$ cat config.mk
export PLATFORM = sky130hd
export DESIGN_NAME = chord_voice_frequency_gen_unit
export DESIGN_NICKNAME = d
export VERILOG_FILES = /design/src/hdl/cvfg_pkg.sv /design/src/hdl/cvfg_seq.sv /design/src/hdl/cvfg_pitch.sv /design/src/hdl/cvfg_freq.sv /design/src/hdl/chord_voice_frequency_gen_unit.sv
export SDC_FILE = /design/constraint.sdc
export NUM_CORES = 1
export LEC_CHECK = 0
export BUFFER_PORTS_ARGS = -buffer_cell sky130_fd_sc_hd__buf_2
export CORE_UTILIZATION = 45
export CTS_CLUSTER_SIZE = 30
export DETAILED_ROUTE_END_ITERATION = 10
export PLACE_DENSITY = 0.73
export SLEW_MARGIN = 25
export SYNTH_ARGS = -nofsm -noshare
export SYNTH_HDL_FRONTEND = slang
export SYNTH_SLANG_ARGS = --single-unit
$ cat constraint.sdc
create_clock -name clock -period 4.7 [get_ports clock]
set_input_delay 0.47 -clock clock [delete_from_list [all_inputs] [get_ports clock]]
set_output_delay 0.47 -clock clock [all_outputs]
set_load 0.005 [all_outputs]
$ cat src/hdl/cvfg_pkg.sv
// Shared constants, stage record types and lookup functions of the chord voice generator.
`default_nettype none

package cvfg_pkg;

   localparam int CHANNELS     = 8;
   localparam int CHAN_W       = (CHANNELS > 1) ? $clog2(CHANNELS) : 1;
   localparam int OUT_CHAN_W   = 3;

   localparam int ROOT_W       = 4;
   localparam int ACC_W        = 2;
   localparam int THIRD_W      = 4;
   localparam int EXT_W        = 15;
   localparam int VCNT_W       = 4;
   localparam int FREQ_W       = 25;

   localparam logic [VCNT_W-1:0] VCOUNT_RESET = 4'd8;
   localparam logic [FREQ_W-1:0] FREQ_MAX     = '1;

   // interval and root-plus-accidental widths
   localparam int IVL_W        = 4;
   localparam int BASE_W       = 6;

   localparam int NOTES        = 12;
   localparam int PC_W         = 4;
   localparam int SEMI_MAX     = 16 + 15 + NOTES * (CHANNELS - 1);
   localparam int SEMI_W       = $clog2(SEMI_MAX + 1);
   localparam int SUM_W        = SEMI_W + 1;
   localparam int OCT_W        = $clog2(SEMI_MAX / NOTES + 1);

   // floor(s / 12) estimate, low by at most one over the semitone range
   localparam int RECIP        = 170;
   localparam int RECIP_SHIFT  = 11;
   localparam int PROD_W       = SEMI_W + 8;

   localparam int TBL_W        = 16;
   localparam int SHIFT_W      = TBL_W + (1 << OCT_W) - 1;

   typedef struct packed {
      logic                     valid;
      logic [CHAN_W-1:0]        chan;
      logic                     sound;
      logic                     last;
      logic [IVL_W-1:0]         ivl;
      logic [CHAN_W-1:0]        oct;
      logic signed [BASE_W-1:0] base;
   } voice_type;

   typedef struct packed {
      logic              valid;
      logic [CHAN_W-1:0] chan;
      logic              sound;
      logic              last;
      logic [SEMI_W-1:0] semi;
      logic [OCT_W-1:0]  quot;
   } semi_type;

   typedef struct packed {
      logic              valid;
      logic [CHAN_W-1:0] chan;
      logic              sound;
      logic              last;
      logic [PC_W-1:0]   pc;
      logic [OCT_W-1:0]  oct;
   } pitch_type;

   // C3..B3 in Hz with 8 fractional bits
   function automatic logic [TBL_W-1:0] base_freq(input logic [PC_W-1:0] pc);
      logic [TBL_W-1:0] f;
      case (pc)
         4'd0:    f = 16'd33487;
         4'd1:    f = 16'd35479;
         4'd2:    f = 16'd37588;
         4'd3:    f = 16'd39823;
         4'd4:    f = 16'd42191;
         4'd5:    f = 16'd44700;
         4'd6:    f = 16'd47360;
         4'd7:    f = 16'd50176;
         4'd8:    f = 16'd53158;
         4'd9:    f = 16'd56320;
         4'd10:   f = 16'd59668;
         4'd11:   f = 16'd63217;
         default: f = '0;
      endcase
      return f;
   endfunction

   // semitone distance of the lowest set extension bit
   function automatic logic [IVL_W-1:0] lowest_set(input logic [EXT_W-1:0] m);
      logic [IVL_W-1:0] k;
      k = '0;
      for (int b = EXT_W - 1; b >= 0; b--) begin
         if (m[b]) k = IVL_W'(b + 1);
      end
      return k;
   endfunction

endpackage

`default_nettype wire

$ cat src/hdl/cvfg_seq.sv
// Voice sequencer: walks the interval list of one chord and issues one voice per cycle.
`default_nettype none

module cvfg_seq (
   input  wire logic                            clock,
   input  wire logic                            reset,
   input  wire logic                            start,
   output logic                                 busy,
   input  wire logic [cvfg_pkg::ROOT_W-1:0]     req_root_note,
   input  wire logic signed [cvfg_pkg::ACC_W-1:0] req_accidental,
   input  wire logic [cvfg_pkg::THIRD_W-1:0]    req_third_interval,
   input  wire logic [cvfg_pkg::EXT_W-1:0]      req_extension_mask,
   input  wire logic [cvfg_pkg::VCNT_W-1:0]     voice_count,
   output cvfg_pkg::voice_type                  voice
);

   typedef enum logic [1:0] {
      PH_ROOT,
      PH_THIRD,
      PH_EXT
   } phase_type;

   phase_type                              phase_ff, phase_in;
   logic                                   active_ff, active_in;
   logic [cvfg_pkg::CHAN_W-1:0]            chan_ff, chan_in;
   logic [cvfg_pkg::CHAN_W-1:0]            oct_ff, oct_in;
   logic [cvfg_pkg::THIRD_W-1:0]           third_ff, third_in;
   logic [cvfg_pkg::EXT_W-1:0]             mask_ff, mask_in;
   logic [cvfg_pkg::EXT_W-1:0]             rem_ff, rem_in;
   logic signed [cvfg_pkg::BASE_W-1:0]     base_ff, base_in;
   cvfg_pkg::voice_type                    voice_ff, voice_in;

   logic                                   accept;
   logic                                   last_issue;
   logic [cvfg_pkg::EXT_W-1:0]             rem_next;
   logic [cvfg_pkg::IVL_W-1:0]             ivl_cur;

   always_comb begin
      last_issue = (chan_ff == cvfg_pkg::CHAN_W'(cvfg_pkg::CHANNELS - 1));
      busy       = active_ff && !last_issue;
      accept     = start && !busy;
      rem_next   = rem_ff & (rem_ff - 1'b1);

      unique case (phase_ff)
         PH_ROOT:  ivl_cur = '0;
         PH_THIRD: ivl_cur = cvfg_pkg::IVL_W'(third_ff);
         PH_EXT:   ivl_cur = cvfg_pkg::lowest_set(rem_ff);
         default:  ivl_cur = '0;
      endcase

      phase_in  = phase_ff;
      active_in = active_ff;
      chan_in   = chan_ff;
      oct_in    = oct_ff;
      third_in  = third_ff;
      mask_in   = mask_ff;
      rem_in    = rem_ff;
      base_in   = base_ff;

      if (active_ff) begin
         chan_in = chan_ff + 1'b1;
         if (last_issue) active_in = 1'b0;
         // advance to the next list entry, wrapping an octave higher
         unique case (phase_ff)
            PH_ROOT: begin
               if (third_ff != '0) begin
                  phase_in = PH_THIRD;
               end else if (mask_ff != '0) begin
                  phase_in = PH_EXT;
                  rem_in   = mask_ff;
               end else begin
                  oct_in = oct_ff + 1'b1;
               end
            end
            PH_THIRD: begin
               if (mask_ff != '0) begin
                  phase_in = PH_EXT;
                  rem_in   = mask_ff;
               end else begin
                  phase_in = PH_ROOT;
                  oct_in   = oct_ff + 1'b1;
               end
            end
            PH_EXT: begin
               if (rem_next != '0) begin
                  rem_in = rem_next;
               end else begin
                  phase_in = PH_ROOT;
                  oct_in   = oct_ff + 1'b1;
               end
            end
            default: phase_in = PH_ROOT;
         endcase
      end

      if (accept) begin
         phase_in  = PH_ROOT;
         active_in = 1'b1;
         chan_in   = '0;
         oct_in    = '0;
         third_in  = req_third_interval;
         mask_in   = req_extension_mask;
         base_in   = $signed({{(cvfg_pkg::BASE_W - cvfg_pkg::ROOT_W){1'b0}}, req_root_note})
                     + cvfg_pkg::BASE_W'(req_accidental);
      end

      voice_in.valid = active_ff;
      voice_in.chan  = chan_ff;
      voice_in.sound = (cvfg_pkg::VCNT_W'(chan_ff) < voice_count);
      voice_in.last  = last_issue;
      voice_in.ivl   = ivl_cur;
      voice_in.oct   = oct_ff;
      voice_in.base  = base_ff;
   end

   always_ff @(posedge clock) begin
      oct_ff   <= oct_in;
      third_ff <= third_in;
      mask_ff  <= mask_in;
      rem_ff   <= rem_in;
      base_ff  <= base_in;
      if (reset) begin
         phase_ff       <= PH_ROOT;
         active_ff      <= 1'b0;
         chan_ff        <= '0;
         voice_ff.valid <= 1'b0;
      end else begin
         phase_ff  <= phase_in;
         active_ff <= active_in;
         chan_ff   <= chan_in;
         voice_ff  <= voice_in;
      end
   end

   assign voice = voice_ff;

endmodule

`default_nettype wire

$ cat src/hdl/cvfg_pitch.sv
// Pitch stages: semitone sum, octave raise, and split into pitch class and octave.
`default_nettype none

module cvfg_pitch (
   input  wire logic                 clock,
   input  wire logic                 reset,
   input  wire cvfg_pkg::voice_type  voice,
   output cvfg_pkg::pitch_type       pitch
);

   cvfg_pkg::semi_type               sum_ff, sum_in;
   cvfg_pkg::semi_type               quot_ff, quot_in;
   cvfg_pkg::pitch_type              pitch_ff, pitch_in;

   logic signed [cvfg_pkg::SUM_W-1:0] sum;
   logic [cvfg_pkg::PROD_W-1:0]       prod;
   logic [cvfg_pkg::SEMI_W-1:0]       rem_raw;

   // stage 1: root + accidental + interval + octaves, raised above zero
   always_comb begin
      sum = cvfg_pkg::SUM_W'(voice.base)
            + $signed(cvfg_pkg::SUM_W'(voice.ivl))
            + $signed(cvfg_pkg::SUM_W'(cvfg_pkg::NOTES * voice.oct));
      sum_in.valid = voice.valid;
      sum_in.chan  = voice.chan;
      sum_in.sound = voice.sound;
      sum_in.last  = voice.last;
      sum_in.quot  = '0;
      if (sum[cvfg_pkg::SUM_W-1]) begin
         sum_in.semi = cvfg_pkg::SEMI_W'(sum + cvfg_pkg::SUM_W'(cvfg_pkg::NOTES));
      end else begin
         sum_in.semi = cvfg_pkg::SEMI_W'(sum);
      end
   end

   // stage 2: quotient estimate by reciprocal multiply
   always_comb begin
      prod         = cvfg_pkg::PROD_W'(sum_ff.semi) * cvfg_pkg::PROD_W'(cvfg_pkg::RECIP);
      quot_in      = sum_ff;
      quot_in.quot = cvfg_pkg::OCT_W'(prod >> cvfg_pkg::RECIP_SHIFT);
   end

   // stage 3: remainder with a single correction step
   always_comb begin
      rem_raw = quot_ff.semi
                - cvfg_pkg::SEMI_W'(cvfg_pkg::NOTES * quot_ff.quot);
      pitch_in.valid = quot_ff.valid;
      pitch_in.chan  = quot_ff.chan;
      pitch_in.sound = quot_ff.sound;
      pitch_in.last  = quot_ff.last;
      if (rem_raw >= cvfg_pkg::SEMI_W'(cvfg_pkg::NOTES)) begin
         pitch_in.pc  = cvfg_pkg::PC_W'(rem_raw - cvfg_pkg::SEMI_W'(cvfg_pkg::NOTES));
         pitch_in.oct = quot_ff.quot + 1'b1;
      end else begin
         pitch_in.pc  = cvfg_pkg::PC_W'(rem_raw);
         pitch_in.oct = quot_ff.quot;
      end
   end

   always_ff @(posedge clock) begin
      if (reset) begin
         sum_ff.valid   <= 1'b0;
         quot_ff.valid  <= 1'b0;
         pitch_ff.valid <= 1'b0;
      end else begin
         sum_ff   <= sum_in;
         quot_ff  <= quot_in;
         pitch_ff <= pitch_in;
      end
   end

   assign pitch = pitch_ff;

endmodule

`default_nettype wire

$ cat src/hdl/cvfg_freq.sv
// Frequency stage: base table lookup, octave shift, saturation and result register.
`default_nettype none

module cvfg_freq (
   input  wire logic                           clock,
   input  wire logic                           reset,
   input  wire cvfg_pkg::pitch_type            pitch,
   output logic                                rsp_valid,
   output logic [cvfg_pkg::OUT_CHAN_W-1:0]     rsp_channel,
   output logic [cvfg_pkg::FREQ_W-1:0]         rsp_frequency,
   output logic                                rsp_last
);

   logic                                        valid_ff, valid_in;
   logic [cvfg_pkg::OUT_CHAN_W-1:0]             channel_ff, channel_in;
   logic [cvfg_pkg::FREQ_W-1:0]                 freq_ff, freq_in;
   logic                                        last_ff, last_in;

   logic [cvfg_pkg::SHIFT_W-1:0]                wide;
   logic [cvfg_pkg::CHAN_W+cvfg_pkg::OUT_CHAN_W-1:0] chan_ext;

   always_comb begin
      wide     = cvfg_pkg::SHIFT_W'(cvfg_pkg::base_freq(pitch.pc)) << pitch.oct;
      chan_ext = (cvfg_pkg::CHAN_W + cvfg_pkg::OUT_CHAN_W)'(pitch.chan);

      valid_in   = pitch.valid;
      channel_in = chan_ext[cvfg_pkg::OUT_CHAN_W-1:0];
      last_in    = pitch.last;
      if (!pitch.sound) begin
         freq_in = '0;
      end else if (wide > cvfg_pkg::SHIFT_W'(cvfg_pkg::FREQ_MAX)) begin
         freq_in = cvfg_pkg::FREQ_MAX;
      end else begin
         freq_in = cvfg_pkg::FREQ_W'(wide);
      end
   end

   always_ff @(posedge clock) begin
      channel_ff <= channel_in;
      freq_ff    <= freq_in;
      last_ff    <= last_in;
      if (reset) begin
         valid_ff <= 1'b0;
      end else begin
         valid_ff <= valid_in;
      end
   end

   assign rsp_valid     = valid_ff;
   assign rsp_channel   = channel_ff;
   assign rsp_frequency = freq_ff;
   assign rsp_last      = last_ff;

endmodule

`default_nettype wire

$ cat src/hdl/chord_voice_frequency_gen_unit.sv
// Top level of the chord voice frequency generator.
//
// A chord request is taken on req_* at a clock edge where start is high and
// busy is low. Each request gives exactly one result per voice channel, in
// channel order, on rsp_channel/rsp_frequency/rsp_last, each shown for one
// cycle with rsp_valid high; rsp_last marks the final channel. The receiver
// cannot hold results off, and none is needed: results leave at one a cycle.
// The first result of a request passes the sequencer, sum, quotient,
// remainder and frequency registers in that order. The sequencer issues
// one voice per cycle; busy drops in the cycle the last voice issues, so
// the next request follows without a gap. voice_count is written through
// csr_valid/csr_ready/csr_data; the user must write it only while no
// request is in flight, as the block itself does not enforce this;
// csr_ready is always high. Reset (synchronous) sets voice_count to 8,
// empties the pipeline and leaves busy low.
`default_nettype none

module chord_voice_frequency_gen_unit (
   input  wire logic                              clock,
   input  wire logic                              reset,
   input  wire logic                              start,
   output logic                                   busy,
   input  wire logic [cvfg_pkg::ROOT_W-1:0]       req_root_note,
   input  wire logic signed [cvfg_pkg::ACC_W-1:0] req_accidental,
   input  wire logic [cvfg_pkg::THIRD_W-1:0]      req_third_interval,
   input  wire logic [cvfg_pkg::EXT_W-1:0]        req_extension_mask,
   output logic                                   rsp_valid,
   output logic [cvfg_pkg::OUT_CHAN_W-1:0]        rsp_channel,
   output logic [cvfg_pkg::FREQ_W-1:0]            rsp_frequency,
   output logic                                   rsp_last,
   input  wire logic                              csr_valid,
   output logic                                   csr_ready,
   input  wire logic [cvfg_pkg::VCNT_W-1:0]       csr_data
);

   logic [cvfg_pkg::VCNT_W-1:0] voice_count_ff, voice_count_in;
   cvfg_pkg::voice_type         voice;
   cvfg_pkg::pitch_type         pitch;

   assign csr_ready      = 1'b1;
   assign voice_count_in = (csr_valid && csr_ready) ? csr_data : voice_count_ff;

   always_ff @(posedge clock) begin
      if (reset) begin
         voice_count_ff <= cvfg_pkg::VCOUNT_RESET;
      end else begin
         voice_count_ff <= voice_count_in;
      end
   end

   cvfg_seq u_seq (
      .clock              (clock),
      .reset              (reset),
      .start              (start),
      .busy               (busy),
      .req_root_note      (req_root_note),
      .req_accidental     (req_accidental),
      .req_third_interval (req_third_interval),
      .req_extension_mask (req_extension_mask),
      .voice_count        (voice_count_ff),
      .voice              (voice)
   );

   cvfg_pitch u_pitch (
      .clock (clock),
      .reset (reset),
      .voice (voice),
      .pitch (pitch)
   );

   cvfg_freq u_freq (
      .clock         (clock),
      .reset         (reset),
      .pitch         (pitch),
      .rsp_valid     (rsp_valid),
      .rsp_channel   (rsp_channel),
      .rsp_frequency (rsp_frequency),
      .rsp_last      (rsp_last)
   );

   // reset empties the whole pipeline and frees the request port
   assert property (@(posedge clock) reset |=> (!rsp_valid && !busy))
      else $error("pipeline not empty after reset");

   // a taken request keeps the port busy until its last voice issues
   assert property (@(posedge clock) disable iff (reset)
      (start && !busy) |=> (busy || (cvfg_pkg::CHANNELS == 1)))
      else $error("request port free right after a transfer");

   // results of one chord leave in consecutive cycles
   assert property (@(posedge clock) disable iff (reset)
      (rsp_valid && !rsp_last) |=> rsp_valid)
      else $error("gap inside a chord's results");

endmodule

`default_nettype wire

== Word level (Yosys, flattened, before mapping) ==
Memory sizes are Yosys's and may differ from the RTL's. A register that Yosys moved wholly into a read port is not among the register bits.
Cells that the tools add are included.
Word-level totals
  register bits after elaboration: 146
  ROM bits: 256
  word-level logic and storage cells: 112
  memories kept: 1
Memories
  (no name shown): words 16, bits a word 16, rd ports 1, clocked after memory_dff 1, wr ports 0, RTL line cvfg_pkg.sv:70  | case (pc)
Cells by class
  add/subtract/negate cells: 10
  $mul: 3
  magnitude comparators: 3
  eq/ne operators: 7
  shift operators: 1
  muxes and demuxes: 36
  bitwise gates (word level): 1
  reductions and logical operators: 13
Operator list (count)
  $mux 4: 16
  $mux 15: 3
  $pmux 15 s3: 1
  $gt 31x25->1 const B: 1
  $shl 16x4->31: 1
  $reduce_bool 15->1: 2
  $mux 25: 1
  $and 15x15->15: 1
  $sub 15x1->15 const B: 1
  $mul 7x7->14 const B: 1
  $mux 3: 3
  $pmux 3 s3: 1
  $add 7x8->8: 1
  $mux 2: 4
  $mux 8: 1
  $pmux 4 s2: 1
  $reduce_and 4->1: 2
  $add 6x5->7: 1
  $add 7x5->7 const B: 1
  $ge 7x4->1 const B: 1
  $mux 7: 1
  $sub 7x7->7: 1
  $add 3x1->3 const B: 2
  $add 5x2->6: 1
  20 further kinds: 25

== Depth between registers and ports, before layout ==
  word-level depth: 16
  depth in mapped cells: 13

== Hierarchy ==
From an unflattened synthesis, not the netlist that was laid out.
Unflattened totals
  cell total of the unflattened synthesis: 798
  area, all modules: 8647.0 um^2
By module, submodules not included
  cvfg_seq: times used 1, cells each 259, area an instance 3148.0 um^2, sequential area each 1941.9 um^2
  cvfg_pitch: times used 1, cells each 264, area an instance 3114.2 um^2, sequential area each 1291.2 um^2
  cvfg_freq: times used 1, cells each 260, area an instance 2229.6 um^2, sequential area each 600.6 um^2
  chord_voice_frequency_gen_unit: times used 1, cells each 15, area an instance 155.1 um^2, sequential area each 80.1 um^2

== Worst setup path before layout ==
No wires, ideal clock.
  path type: reg2reg
  start: register u_pitch.quot_ff[0] in the netlist's numbering
  end: register with a tool-made name
  setup time: 122 ps
  arrival: 3238 ps
  setup slack: 1340 ps
  stages on the path, launching flop included: 13
  buffers on the path: 1
  clock period less this slack: 3360 ps
  path through: edfxtp_1 -> ha_1 -> inv_1 -> fa_1 -> ha_1 -> nor2b_1 -> o22ai_1 -> a2111o_1 -> a2111o_1 -> o311ai_1 -> buf_2 -> nor3_1 -> a221o_1
RTL lines
  start: declaration: RTL line cvfg_pitch.sv:12  | cvfg_pkg::semi_type quot_ff, quot_in;
  start signal: assignment: RTL line cvfg_pitch.sv:67  | quot_ff <= quot_in;

==> impl_results.md <==
- Routed length on met2: around 7.1 mm
- Post-CTS Setup Bufs: 0
- Vias in the first global route: 5,536
- Final Critical Period: about 3.7 ns
- CTS max path bufs: 2
- #FFs+latches synth: 162
- Die Height: 140 um
- RSZ-0062 raised after global routing: false
- Top layer in use: met4
- CP required: 5.01 ns
- YS warnings: 0
- Initial antenna violation count: 0
- Slowest CP cell: a2111o_1
- Cell Pwr Density: 671 nW/um2
- Most frequent cells in the layout: edfxtp_1 (99), inv_1 (76), ha_1 (70)
- Seq/Total Area, Yosys: 0.495
- CTS buffer count: 17
- Average wire per standard cell: 13.6 um
- Slew headroom: 0.387
- Pleak: around 0.0040 uW
- CP most frequent cell: ha_1
- DR vias/cell: 5.35
- Critical Path Start Type: register
- Mapped cell area: 8550 um2
- First-pass GRT wire length: approximately 25 mm
- Antenna-violating nets left: 0
- Most common library cell in the layout ignoring fill and taps: edfxtp_1
- Final Max Tran Viols: 0
- Post-route design area: just under 10,000 um2
- Endpoints failing hold: 0
- Critical Path Sink Type: register
- H-tree levels: 4
- Tot GR Track Use: 0.160
- Syn_nets: 884
- Worst skew pair latency: 0.43 ns
- CTS root buffer: clkbuf_16
- Pre-antenna DRT Iters: 5
- # port buffers: 63
- Largest net degree at the start of global routing: slightly above 60
- Final-layout fill cell count: 1,609
- # rows: 50
- Initial core utilization: 0.459
- Met3 WL: 568 um
- GRT overflow: 0
- Worst-path clk slew: ~0.070 ns
- Status: finished, final reports clean
- Async S/R FF share, synth: 0
- Distinct cells, synth: 77
- # diodes: 0
- Post-cts resize count: 0
- Clock Sinks: 162
- Clk_skew: 0.0134 ns
- Worst vdd ir: 0.000415 V
- CP max FO: 12
- Hold-fix buffers, CTS: 0
- Routed wire length: 14.6 mm
- 1st-iter DRT viols: 277
- Post-DP HPWL: between 10 and 15 mm
- WS Path Type: register to register
- Fraction of layout cells with a size suffix above 1: 0.155
- Prevailing post-synth register cell: edfxtp_1
- Boundary pin count: 65
- Crit-path cells: ha_1 -> inv_1 -> fa_1 -> ha_1 -> nor2b_1 -> o22ai_1 -> a2111o_1 -> a21oi_2 -> o311ai_1 -> buf_4 -> mux2i_1 -> mux2_2
- NumNets Final: around 940
- M1 WL: 6.66 mm
- Max-Cap Viols: 0
- Vias: 5,750
- Critical Path AT: 4.03 ns
- Worst path max stage delay: 0.48 ns
- Residual DRC: 0
- Layout Utilization: 0.517
- Synthesized area per cell: 11.1 um2
- Die width: 140 um
- Cells after Synth: approximately 770
- Fin Setup TNS: 0 ns
- Least-Margin Pin Slew: 0.919 ns
- Final Cycle Share: 0.790
- Placement Cell Area: 9080 um2
- Final setup fails: 0
- Die ar.: 19,600 um2
- Gp weighted congestion: between 0.8 and 0.9
- Core ar.: about 19,000 um2
- Post-synth EDFFs: 99
- Layout area overhead: 12.8%
- Fmax: 0.269 GHz
- Hold Path Class: input pin to register
- Overall power: 6480 uW
- CTS tree: done
-- stage by stage --
step / setup WS (ns) / hold WS, ns / cells
final: 0.987 / 0.211 / 1075
after global routing: 0.737 / 0.192 / 1075
after floorplan: 1.34 / 0.323 / 768
after global placement: 1.18 / 0.327 / 1042
after CTS: 1.02 / 0.198 / 1074
after detailed placement: 1.03 / 0.329 / 1042
-- cell type report --
cell class	instances	area, um2	area share
inverters	79	297	0.0307
clock inverters	11	90.1	0.00934
flip-flops and latches	162	4230	0.439
multi-input cells	497	3890	0.403
repair buffers	71	383	0.0397
well taps	234	293	0.0304
clock buffers	21	462	0.0479
-- cell families after synthesis --
kind of cell / Yosys count / share of synthesized area
buf+inv: 109 / 0.0508
mux: 38 / 0.0512
simple gates: 176 / 0.105
xor+xnor: 24 / 0.0246
flops: 162 / 0.495
fa+ha+maj: 84 / 0.134
compound gates: 174 / 0.139
other cells: 1 / 0.000438
-- critical path, delay by kind of cell (launching register included) --
kind | cells | cell delay (ns)
AO/OA/AOI/OAI | 4 | 1.16
flip-flops | 1 | 0.45
buffers and inverters | 2 | 0.29
multiplexers | 2 | 0.44
adder cells (fa/ha/maj) | 3 | 1.01
AND/OR/NAND/NOR | 1 | 0.23
-- routing by layer --
metal / GRT usage / vias up
met5: 0 / -
met4: 0.0602 / 0
met3: 0.0330 / 23
met2: 0.272 / 134
met1: 0.199 / 2695
li1: - / 2898
-- state kept, by name, summed over array words and instances (netlist names), 11 cells and up, named ones only --
signal / count
u_freq.rsp_frequency: 25
u_seq.voice: 19
u_seq.mask_ff: 15
u_seq.rem_ff: 15
u_pitch.pitch: 14
u_pitch.quot_in: 13
u_pitch.quot_ff: 11
-- worst paths after layout --
path,from,to,slack (ns),cells past startpoint
setup / recovery,u_pitch.quot_ff[0],register,0.99,12
setup reg to reg,u_pitch.quot_ff[0],register,0.99,12
hold reg to reg,u_pitch.pitch[12],u_freq.rsp_channel[2],0.34,0
hold / removal,req_extension_mask[11],u_seq.mask_ff[11],0.21,1
-- where the power goes --
part | switching [uW] | internal [uW] | leakage (uW)
Sequential | 249 | 1890 | 0.00148
Clock | 575 | 720 | 0.000267
Combinational | 1680 | 1360 | 0.00228
-- synth_stat cells (7+ instances only) --
cell type / instances / share of area
a211oi_1: 7 / 0.0061
a21o_1: 11 / 0.0097
a21oi_1: 49 / 0.029
a31oi_1: 8 / 0.0059
clkbuf_1: 20 / 0.0088
dfxtp_1: 63 / 0.15
edfxtp_1: 99 / 0.35
fa_1: 13 / 0.030
ha_1: 70 / 0.10
inv_1: 77 / 0.034
mux2i_1: 28 / 0.033
nand2_1: 36 / 0.016
nand3_1: 13 / 0.0076
nor2_1: 49 / 0.022
nor2b_1: 22 / 0.016
nor3_1: 9 / 0.0053
nor4_1: 8 / 0.0059
o211ai_1: 8 / 0.0070
o21a_1: 8 / 0.0070
o21ai_0: 29 / 0.017
xnor2_1: 14 / 0.014
xor2_1: 10 / 0.010
Power figures use the tool's default switching activity.
